## config.mk

```make
export PLATFORM = sky130hd
export DESIGN_NAME = indexed_array_table_engine_top
export DESIGN_NICKNAME = d
export VERILOG_FILES = /design/src/iate_pkg.sv /design/src/indexed_array_table_engine_top.sv /design/src/iate_cell.sv
export SDC_FILE = /design/constraint.sdc
export NUM_CORES = 2
export LEC_CHECK = 0
export BUFFER_PORTS_ARGS = -buffer_cell sky130_fd_sc_hd__buf_4
export CORE_MARGIN = 3
export CORE_UTILIZATION = 67
export DETAILED_ROUTE_END_ITERATION = 10
export PLACE_DENSITY = 0.84
export SETUP_SLACK_MARGIN = 0.5
export SYNTH_ARGS = -nofsm -noshare
export SYNTH_HDL_FRONTEND = slang
export SYNTH_SLANG_ARGS = --single-unit
```

## constraint.sdc

```tcl
create_clock -name i_clk -period 13.9 [get_ports i_clk]
set_input_delay 0.695 -clock i_clk [delete_from_list [all_inputs] [get_ports i_clk]]
set_output_delay 0.695 -clock i_clk [all_outputs]
set_load 0.03 [all_outputs]
```

## src/iate_pkg.sv

```systemverilog
`timescale 1ns / 1ps

package iate_pkg;

    localparam int DEPTH    = 16;
    localparam int WORD_W   = 32;
    localparam int FUNC_W   = 3;
    localparam int INDEX_W  = 8;
    localparam int STATUS_W = 3;
    localparam int COUNT_W  = 5;
    localparam int CAP_W    = 5;

    localparam int POS_W  = $clog2(DEPTH);
    localparam int CNT_W  = $clog2(DEPTH + 1);
    localparam int CMP_W  = (CNT_W > INDEX_W) ? CNT_W : INDEX_W;
    localparam int CAPC_W = (CNT_W > CAP_W) ? CNT_W : CAP_W;

    typedef logic signed [WORD_W-1:0] t_word;

    typedef enum logic [FUNC_W-1:0] {
        FN_READ   = 3'd0,
        FN_INSERT = 3'd1,
        FN_WRITE  = 3'd2,
        FN_REMOVE = 3'd3,
        FN_SORT   = 3'd4,
        FN_SEARCH = 3'd5
    } t_func;

    typedef enum logic [STATUS_W-1:0] {
        STAT_OK       = 3'd0,
        STAT_INVALID  = 3'd1,
        STAT_FULL     = 3'd2,
        STAT_EMPTY    = 3'd3,
        STAT_NOTFOUND = 3'd4
    } t_status;

    typedef enum logic [2:0] {
        CELL_HOLD,
        CELL_WRITE,
        CELL_SHIFT_UP,
        CELL_SHIFT_DN,
        CELL_SORT
    } t_cell_op;

    typedef struct packed {
        t_cell_op           op;
        logic [POS_W-1:0]   idx;
        logic               phase;
        logic [CNT_W-1:0]   count;
        t_word              value;
    } t_cell_ctl;

    typedef enum logic [1:0] {
        S_IDLE,
        S_SORT,
        S_SEARCH
    } t_state;

endpackage

```

## src/indexed_array_table_engine_top.sv

```systemverilog
`timescale 1ns / 1ps

// Packed list of up to 16 signed words kept in a row of cells, one word per
// cell. Read, insert, overwrite and remove finish in the cycle the transaction
// is accepted: inserts and removes move every cell above the index by one place
// in a single step. Sort runs one odd-even compare-exchange phase per cycle
// across the cell row. Search sorts first and then probes one midpoint per
// cycle; a miss is reported once the search window is found empty.
// Each result passes a one-entry holding stage and then the output register;
// the next transaction is taken once the holding stage has emptied into the
// output register, so a stalled result in the output register does not stop
// the next operation. Capacity is written on the configuration channel, which
// is always ready; 0 acts as 1 and values above 16 act as 16.
module indexed_array_table_engine_top (
    input  logic                             i_clk,
    input  logic                             i_rst_n,
    input  logic                             i_valid,
    output logic                             o_ready,
    input  logic [iate_pkg::FUNC_W-1:0]      i_func,
    input  logic [iate_pkg::INDEX_W-1:0]     i_index,
    input  logic signed [iate_pkg::WORD_W-1:0] i_value,
    output logic                             o_valid,
    input  logic                             i_ready,
    output logic [iate_pkg::STATUS_W-1:0]    o_status,
    output logic signed [iate_pkg::WORD_W-1:0] o_data,
    output logic [iate_pkg::COUNT_W-1:0]     o_count,
    input  logic                             i_cfg_valid,
    output logic                             o_cfg_ready,
    input  logic [iate_pkg::CAP_W-1:0]       i_cfg_data
);
    import iate_pkg::*;

    t_state             r_state, n_state;
    logic [CNT_W-1:0]   r_count, n_count;
    logic [CAP_W-1:0]   r_cap;
    logic [CNT_W-1:0]   r_pass, n_pass;
    logic               r_search, n_search;
    logic [CNT_W-1:0]   r_lo, n_lo;
    logic [CNT_W-1:0]   r_hi, n_hi;
    t_word              r_key, n_key;

    logic               r_pend_valid;
    t_status            r_pend_status;
    t_word              r_pend_data;
    logic [COUNT_W-1:0] r_pend_count;

    logic               r_out_valid;
    t_status            r_out_status;
    t_word              r_out_data;
    logic [COUNT_W-1:0] r_out_count;

    logic               w_fire;
    logic               w_out_load;
    logic               w_res_set;
    t_status            w_res_status;
    t_word              w_res_data;
    t_cell_ctl          w_ctl;
    logic [CNT_W-1:0]   w_cap_eff;
    logic [CMP_W-1:0]   w_idx_ext;
    logic [CMP_W-1:0]   w_cnt_ext;
    logic [CMP_W-1:0]   w_cap_ext;
    logic [CNT_W:0]     w_mid_sum;
    logic [CNT_W-1:0]   w_mid_full;
    logic [POS_W-1:0]   w_mid;
    logic [POS_W-1:0]   w_rd_addr;
    t_word              w_rd_word;

    t_word              w_val  [DEPTH];
    logic               w_swap [DEPTH];

    localparam logic [CNT_W-1:0] PASS_LAST = CNT_W'(DEPTH - 1);

    // Cell row
    for (genvar g = 0; g < DEPTH; g++) begin : g_cell
        t_word w_left;
        t_word w_right;
        logic  w_swap_l;

        if (g == 0) begin : g_first
            assign w_left   = '0;
            assign w_swap_l = 1'b0;
        end else begin : g_inner
            assign w_left   = w_val[g-1];
            assign w_swap_l = w_swap[g-1];
        end

        if (g == DEPTH - 1) begin : g_last
            assign w_right = '0;
        end else begin : g_lower
            assign w_right = w_val[g+1];
        end

        iate_cell u_cell (
            .i_clk    (i_clk),
            .i_ctl    (w_ctl),
            .i_pos    (POS_W'(g)),
            .i_left   (w_left),
            .i_right  (w_right),
            .i_swap_l (w_swap_l),
            .o_swap_r (w_swap[g]),
            .o_value  (w_val[g])
        );
    end

    assign o_cfg_ready = 1'b1;
    assign o_ready     = (r_state == S_IDLE) && !r_pend_valid;
    assign w_fire      = i_valid && o_ready;
    assign w_out_load  = r_pend_valid && (!r_out_valid || i_ready);

    assign o_valid  = r_out_valid;
    assign o_status = r_out_status;
    assign o_data   = r_out_data;
    assign o_count  = r_out_count;

    always_comb begin
        if (r_cap == '0) begin
            w_cap_eff = CNT_W'(1);
        end else if (CAPC_W'(r_cap) > CAPC_W'(DEPTH)) begin
            w_cap_eff = CNT_W'(DEPTH);
        end else begin
            w_cap_eff = CNT_W'(r_cap);
        end
    end

    assign w_idx_ext = CMP_W'(i_index);
    assign w_cnt_ext = CMP_W'(r_count);
    assign w_cap_ext = CMP_W'(w_cap_eff);

    // Binary search keeps a half-open window [lo, hi); the probe is
    // floor((lo + hi - 1) / 2), the same midpoint as with an inclusive upper bound.
    assign w_mid_sum  = {1'b0, r_lo} + {1'b0, r_hi} - (CNT_W+1)'(1);
    assign w_mid_full = w_mid_sum[CNT_W:1];
    assign w_mid      = w_mid_full[POS_W-1:0];

    assign w_rd_addr = (r_state == S_SEARCH) ? w_mid : i_index[POS_W-1:0];
    assign w_rd_word = w_val[w_rd_addr];

    always_comb begin
        n_state      = r_state;
        n_count      = r_count;
        n_pass       = r_pass;
        n_search     = r_search;
        n_lo         = r_lo;
        n_hi         = r_hi;
        n_key        = r_key;
        w_res_set    = 1'b0;
        w_res_status = STAT_OK;
        w_res_data   = '0;
        w_ctl.op     = CELL_HOLD;
        w_ctl.idx    = i_index[POS_W-1:0];
        w_ctl.phase  = r_pass[0];
        w_ctl.count  = r_count;
        w_ctl.value  = i_value;

        case (r_state)
            S_IDLE: begin
                if (w_fire) begin
                    w_res_set = 1'b1;
                    case (t_func'(i_func))
                        FN_READ: begin
                            if (w_idx_ext < w_cnt_ext) begin
                                w_res_data = w_rd_word;
                            end else begin
                                w_res_status = STAT_INVALID;
                            end
                        end
                        FN_INSERT: begin
                            if (r_count >= w_cap_eff) begin
                                w_res_status = STAT_FULL;
                            end else if (w_idx_ext > w_cnt_ext) begin
                                w_res_status = STAT_INVALID;
                            end else begin
                                w_ctl.op = CELL_SHIFT_UP;
                                n_count  = r_count + CNT_W'(1);
                            end
                        end
                        FN_WRITE: begin
                            if (w_idx_ext < w_cap_ext) begin
                                w_ctl.op = CELL_WRITE;
                            end else begin
                                w_res_status = STAT_INVALID;
                            end
                        end
                        FN_REMOVE: begin
                            if (r_count == '0) begin
                                w_res_status = STAT_EMPTY;
                            end else if (w_idx_ext >= w_cnt_ext) begin
                                w_res_status = STAT_INVALID;
                            end else begin
                                w_ctl.op = CELL_SHIFT_DN;
                                n_count  = r_count - CNT_W'(1);
                            end
                        end
                        FN_SORT, FN_SEARCH: begin
                            if (r_count == '0) begin
                                w_res_status = STAT_EMPTY;
                            end else begin
                                w_res_set = 1'b0;
                                n_state   = S_SORT;
                                n_pass    = '0;
                                n_search  = (t_func'(i_func) == FN_SEARCH);
                                n_key     = i_value;
                            end
                        end
                        default: begin
                            w_res_status = STAT_INVALID;
                        end
                    endcase
                end
            end
            S_SORT: begin
                w_ctl.op = CELL_SORT;
                if (r_pass == PASS_LAST) begin
                    if (r_search) begin
                        n_state = S_SEARCH;
                        n_lo    = '0;
                        n_hi    = r_count;
                    end else begin
                        n_state   = S_IDLE;
                        w_res_set = 1'b1;
                    end
                end else begin
                    n_pass = r_pass + CNT_W'(1);
                end
            end
            S_SEARCH: begin
                if (r_lo >= r_hi) begin
                    n_state      = S_IDLE;
                    w_res_set    = 1'b1;
                    w_res_status = STAT_NOTFOUND;
                end else if (w_rd_word == r_key) begin
                    n_state    = S_IDLE;
                    w_res_set  = 1'b1;
                    w_res_data = WORD_W'(w_mid_full);
                end else if (w_rd_word < r_key) begin
                    n_lo = w_mid_full + CNT_W'(1);
                end else begin
                    n_hi = w_mid_full;
                end
            end
            default: begin
                n_state = S_IDLE;
            end
        endcase
    end

    always_ff @(posedge i_clk) begin
        if (!i_rst_n) begin
            r_state <= S_IDLE;
        end else begin
            r_state <= n_state;
        end
    end

    always_ff @(posedge i_clk) begin
        if (!i_rst_n) begin
            r_count      <= '0;
            r_cap        <= CAP_W'(DEPTH);
            r_pass       <= '0;
            r_search     <= 1'b0;
            r_pend_valid <= 1'b0;
            r_out_valid  <= 1'b0;
        end else begin
            r_count  <= n_count;
            r_pass   <= n_pass;
            r_search <= n_search;
            if (i_cfg_valid) begin
                r_cap <= i_cfg_data;
            end
            if (w_res_set) begin
                r_pend_valid <= 1'b1;
            end else if (w_out_load) begin
                r_pend_valid <= 1'b0;
            end
            if (w_out_load) begin
                r_out_valid <= 1'b1;
            end else if (i_ready) begin
                r_out_valid <= 1'b0;
            end
        end
    end

    always_ff @(posedge i_clk) begin
        r_lo  <= n_lo;
        r_hi  <= n_hi;
        r_key <= n_key;
        if (w_res_set) begin
            r_pend_status <= w_res_status;
            r_pend_data   <= w_res_data;
            r_pend_count  <= COUNT_W'(n_count);
        end
        if (w_out_load) begin
            r_out_status <= r_pend_status;
            r_out_data   <= r_pend_data;
            r_out_count  <= r_pend_count;
        end
    end

endmodule

```

## src/iate_cell.sv

```systemverilog
`timescale 1ns / 1ps

module iate_cell (
    input  logic                          i_clk,
    input  iate_pkg::t_cell_ctl           i_ctl,
    input  logic [iate_pkg::POS_W-1:0]    i_pos,
    input  iate_pkg::t_word               i_left,
    input  iate_pkg::t_word               i_right,
    input  logic                          i_swap_l,
    output logic                          o_swap_r,
    output iate_pkg::t_word               o_value
);
    import iate_pkg::*;

    t_word             r_value;
    t_word             n_value;
    logic [CNT_W-1:0]  w_next_pos;
    logic              w_pair_left;

    // During a sort phase this cell is the lower half of a pair when its
    // position parity matches the phase and the upper partner holds an item.
    assign w_next_pos  = CNT_W'(i_pos) + CNT_W'(1);
    assign w_pair_left = (i_pos[0] == i_ctl.phase) && (w_next_pos < i_ctl.count);
    assign o_swap_r    = (i_ctl.op == CELL_SORT) && w_pair_left && (i_right < r_value);
    assign o_value     = r_value;

    always_comb begin
        n_value = r_value;
        case (i_ctl.op)
            CELL_HOLD: begin
                n_value = r_value;
            end
            CELL_WRITE: begin
                if (i_pos == i_ctl.idx) begin
                    n_value = i_ctl.value;
                end
            end
            CELL_SHIFT_UP: begin
                if (i_pos == i_ctl.idx) begin
                    n_value = i_ctl.value;
                end else if (i_pos > i_ctl.idx) begin
                    n_value = i_left;
                end
            end
            CELL_SHIFT_DN: begin
                if (i_pos >= i_ctl.idx) begin
                    n_value = i_right;
                end
            end
            CELL_SORT: begin
                if (i_swap_l) begin
                    n_value = i_left;
                end else if (o_swap_r) begin
                    n_value = i_right;
                end
            end
            default: begin
                n_value = r_value;
            end
        endcase
    end

    always_ff @(posedge i_clk) begin
        r_value <= n_value;
    end

endmodule

```

==> impl_results.md <==
* # resized after CTS at 0
* WP data arrival at between 8 and 9 ns
* CTS sink count at roughly 650
* P&R area growth vs syn at 8.55%
* R2R depth at 22
* CP Depth at 22
* Leakage power at between 0.02 and 0.025 µW
* Vias per cell at around 7.3
* GPL Wtd Cong at 1.04
* Sequential standard cell area at between 15,000 and 20,000 µm²
* Row cnt at 97
* Fin crit share at between 60% and 70%
* Largest net degree at the start of global routing at 129
* Multi-input gate area in the final layout at ~26,000 µm²
* Distinct cells, synth at between 80 and 90
* Setup Viol. Count Final at 0
* CTS root buffer: clkbuf_16
* Worst path top cell family by delay: compound AO/OA/AOI/OAI gates
* Share of post-route cells with drive strength above 1 at ~10%
* Clk_lat worst skew at approximately 0.64 ns
* Worst flop-to-flop path endpoint: r_lo[2]
* Number of synthesized flops with an enable pin at about 630
* Final Util at 73.7%
* Hold-fix buffers, CTS at 0
* Buffers on Ports at 94
* CTS tree: yes
* Fmax at 119 MHz
* FF-to-FF setup slack at between 5 and 6 ns
* Dpl hpwl at 126,000 µm
* CTS max path bufs at 3
* Final ANT Viol Nets at 0
* I/O pin total at between 90 and 100
* Core area at ~70,000 µm²
* Synth Area per Inst at ~11 µm²
* Critical Path, Cell by Cell: inv_1, ha_1, inv_1, ha_1, fa_1, xor2_1, nor2_1, nor2_4, buf_4, buf_4, mux4_2, mux2i_1, nor2_1, a21oi_1, ha_1, nor2b_1, o21a_1, o21ai_0, a21oi_1, o311ai_0, a21oi_1, a21oi_1
* Die width at about 270 µm
* Initial antenna violation count at 7
* Setup crit end: r_lo[2]
* Routed length per instance at 30.8 µm
* Tightest Pin Transition at about 1.5 ns
* Setup crit start: r_lo[1]
* Placed insts at ~5,400
* Startpoint types: flop
* CP max stage cell: o311ai_0
* Initial core utilization at approximately two thirds
* WS Path Type: reg2reg
* Total CTS buffers at between 70 and 80
* Final Hold Viols at 0
* FF+latch count, synth at around 650
* Layout Skew at just over 0.03 ns
* Pwr Total at between 4000 and 5000 µW
* Async SR Flop Fraction at 0%
* RSZ-0062 raised after global routing: no
* Main synth FF type: edfxtp_1
* Die ar. at 74,500 µm²
* WL final at about 170,000 µm
* VDD IR-drop max at approximately 0.077 mV
* CP max FO at 53
* Fin. max-slew vios at 0
* Synth Cell Area at 47,700 µm²
* Syn nets at approximately 5,100
* CP dominant cell by count: a21oi_1
* Max Cap Viol at 1
* H-Tree Depth at 3
* Die height at 273 µm
* Nature of the critical path endpoint: flop
* Residual DRC at 0
* Status: finished with violations
* Filler-free cell count of the finished design at roughly 5,500
* Most common cell after layout, fill and taps aside: edfxtp_1
* Post-synthesis sequential area ratio at about two fifths
* Syn Inst Count at about 4,500
* Critical path's largest stage delay at 1.13 ns
* Reg-to-reg critical path startpoint: r_lo[1]
* PwrDens at ~88 nW/µm²
* Fillcell total at between 4,000 and 5,000
* Tmin final at about 8.4 ns
* Vias at between 40,000 and 50,000
* Setup TNS at 0 ns
* GR Overflow Total at 0
* Slew margin rel. at less than 1%
* Setup Fix Bufs, Post-CTS at 0
* Nets at a little over 5,000
* Initial detailed-routing violation count at just over 6,000
* Vias in the first global route at 38,700
* Crit path buffers/inverters at 4
* Synth warnings at 0
* Most frequent cells in the layout: edfxtp_1, inv_1, ha_1
* CTS clk-pin slew, worst paths at ~0.060 ns
* First-pass GRT wire length at 250,000 µm
* Drt first pass iters at 8
* Worst path required time at between 10 and 15 ns
* Tightest Hold Check Type: in2reg
* Failing checks: max-capacitance violations
* Tot GR Track Use at approximately 45%
-- cell type report --
| type | count | area share [%] |
|---|---|---|
| multi-input combinational | 3071 | 49.4 |
| sequential | 654 | 37.5 |
| inverter | 539 | 3.91 |
| clock buffer | 94 | 3.90 |
| timing repair buffer | 158 | 2.31 |
| tap | 940 | 2.27 |
| clock inverter | 40 | 0.700 |
| antenna | 6 | 0.0290 |
-- flip-flops by register name (all words and copies together) (netlist names) --
name / cells
r_hi: 5
o_valid: 1
g_cell.u_cell.o_value: 512
o_data: 32
r_pend_status: 3
r_count: 5
r_pass: 5
r_cap: 5
r_state: 2
r_lo: 5
r_search: 1
o_count: 5
o_status: 3
r_key: 32
r_pend_valid: 1
r_pend_data: 32
r_pend_count: 5
-- how the worst min path moves through the flow --
stage / slack [ns] / depth (start not counted) / endpoint / startpoint
floorplan: 0.40 / 0 / o_count[0] / r_pend_count[0]
global placement: 0.40 / 0 / o_status[0] / r_pend_status[0]
detailed placement: 0.40 / 0 / o_data[0] / r_pend_data[0]
CTS: 0.30 / 3 / r_cap[4] / i_cfg_data[4]
global route: 0.33 / 3 / r_cap[4] / i_cfg_data[4]
finish: 0.31 / 3 / r_cap[4] / i_cfg_data[4]
-- Yosys cell counts, drive strengths merged (9+ instances only) --
master,count,share of area [%]
edfxtp,634,40
inv,539,4.2
ha,531,14
a221o,418,8.8
nand2,321,2.5
and2,260,3.4
a21oi,251,2.7
nor2b,246,3.2
o21ai,151,1.6
clkbuf,143,1.1
mux4,128,6.0
nor2,124,0.99
buf,106,1.1
nand4,78,1.0
nand3,66,0.72
a211oi,58,0.91
a31oi,49,0.66
a22oi,44,0.69
a21o,41,0.64
nor3,39,0.48
a22o,37,0.68
nand2b,25,0.33
o21a,25,0.39
nor4,23,0.30
dfxtp,20,0.84
o211ai,18,0.28
a2111oi,10,0.22
and3,9,0.12
o31ai,9,0.16
-- power breakdown --
| part | internal [µW] | leakage [µW] | switching, µW |
|---|---|---|---|
| Sequential | 2180 | 0.00594 | 9.95 |
| Combinational | 161 | 0.0143 | 189 |
| Clock | 1140 | 0.00117 | 858 |
| Total | 3480 | 0.0214 | 1060 |
-- cells by family (layout without fill, tap and decap cells) --
family,Yosys count,in the layout,share of synthesized area (%)
DFF,654,654,40.7
AOI/OAI and AO/OA,1167,1167,18.8
muxes,136,136,6.21
other,1,7,0.00786
buffers and inverters,788,831,6.50
and+or+nand+nor,1224,1224,13.6
adders and majority gates,532,532,14.0
xor gates and xnor gates,11,11,0.202
-- tightest hold or removal path: cells and delay by family --
kind                   cells  cell delay [ns]
AOI/OAI and AO/OA          1             0.07
and+or+nand+nor            1             0.04
buffers and inverters      1             0.08
-- metrics by stage --
step | hold WS, ns | setup WS, ns | instance area (µm²)
finish | 0.313 | 5.47 | 51800
CTS | 0.299 | 5.85 | 51800
global route | 0.332 | 5.37 | 51800
global placement | 0.403 | 5.91 | 49400
floorplan | 0.400 | 8.04 | 47700
detailed placement | 0.405 | 5.90 | 49400
-- per-layer routing --
| metal | GRT usage, % | part of all wire [%] | vias to the layer above |
|---|---|---|---|
| met1 | 53.2 | 33 | 19100 |
| met5 | 0 | 0.073 | - |
| met2 | 69.9 | 44 | 3299 |
| li1 | - | - | 17100 |
| met4 | 39.7 | 11 | 8 |
| met3 | 9.89 | 12 | 871 |
(Power assumes the default switching activity.)
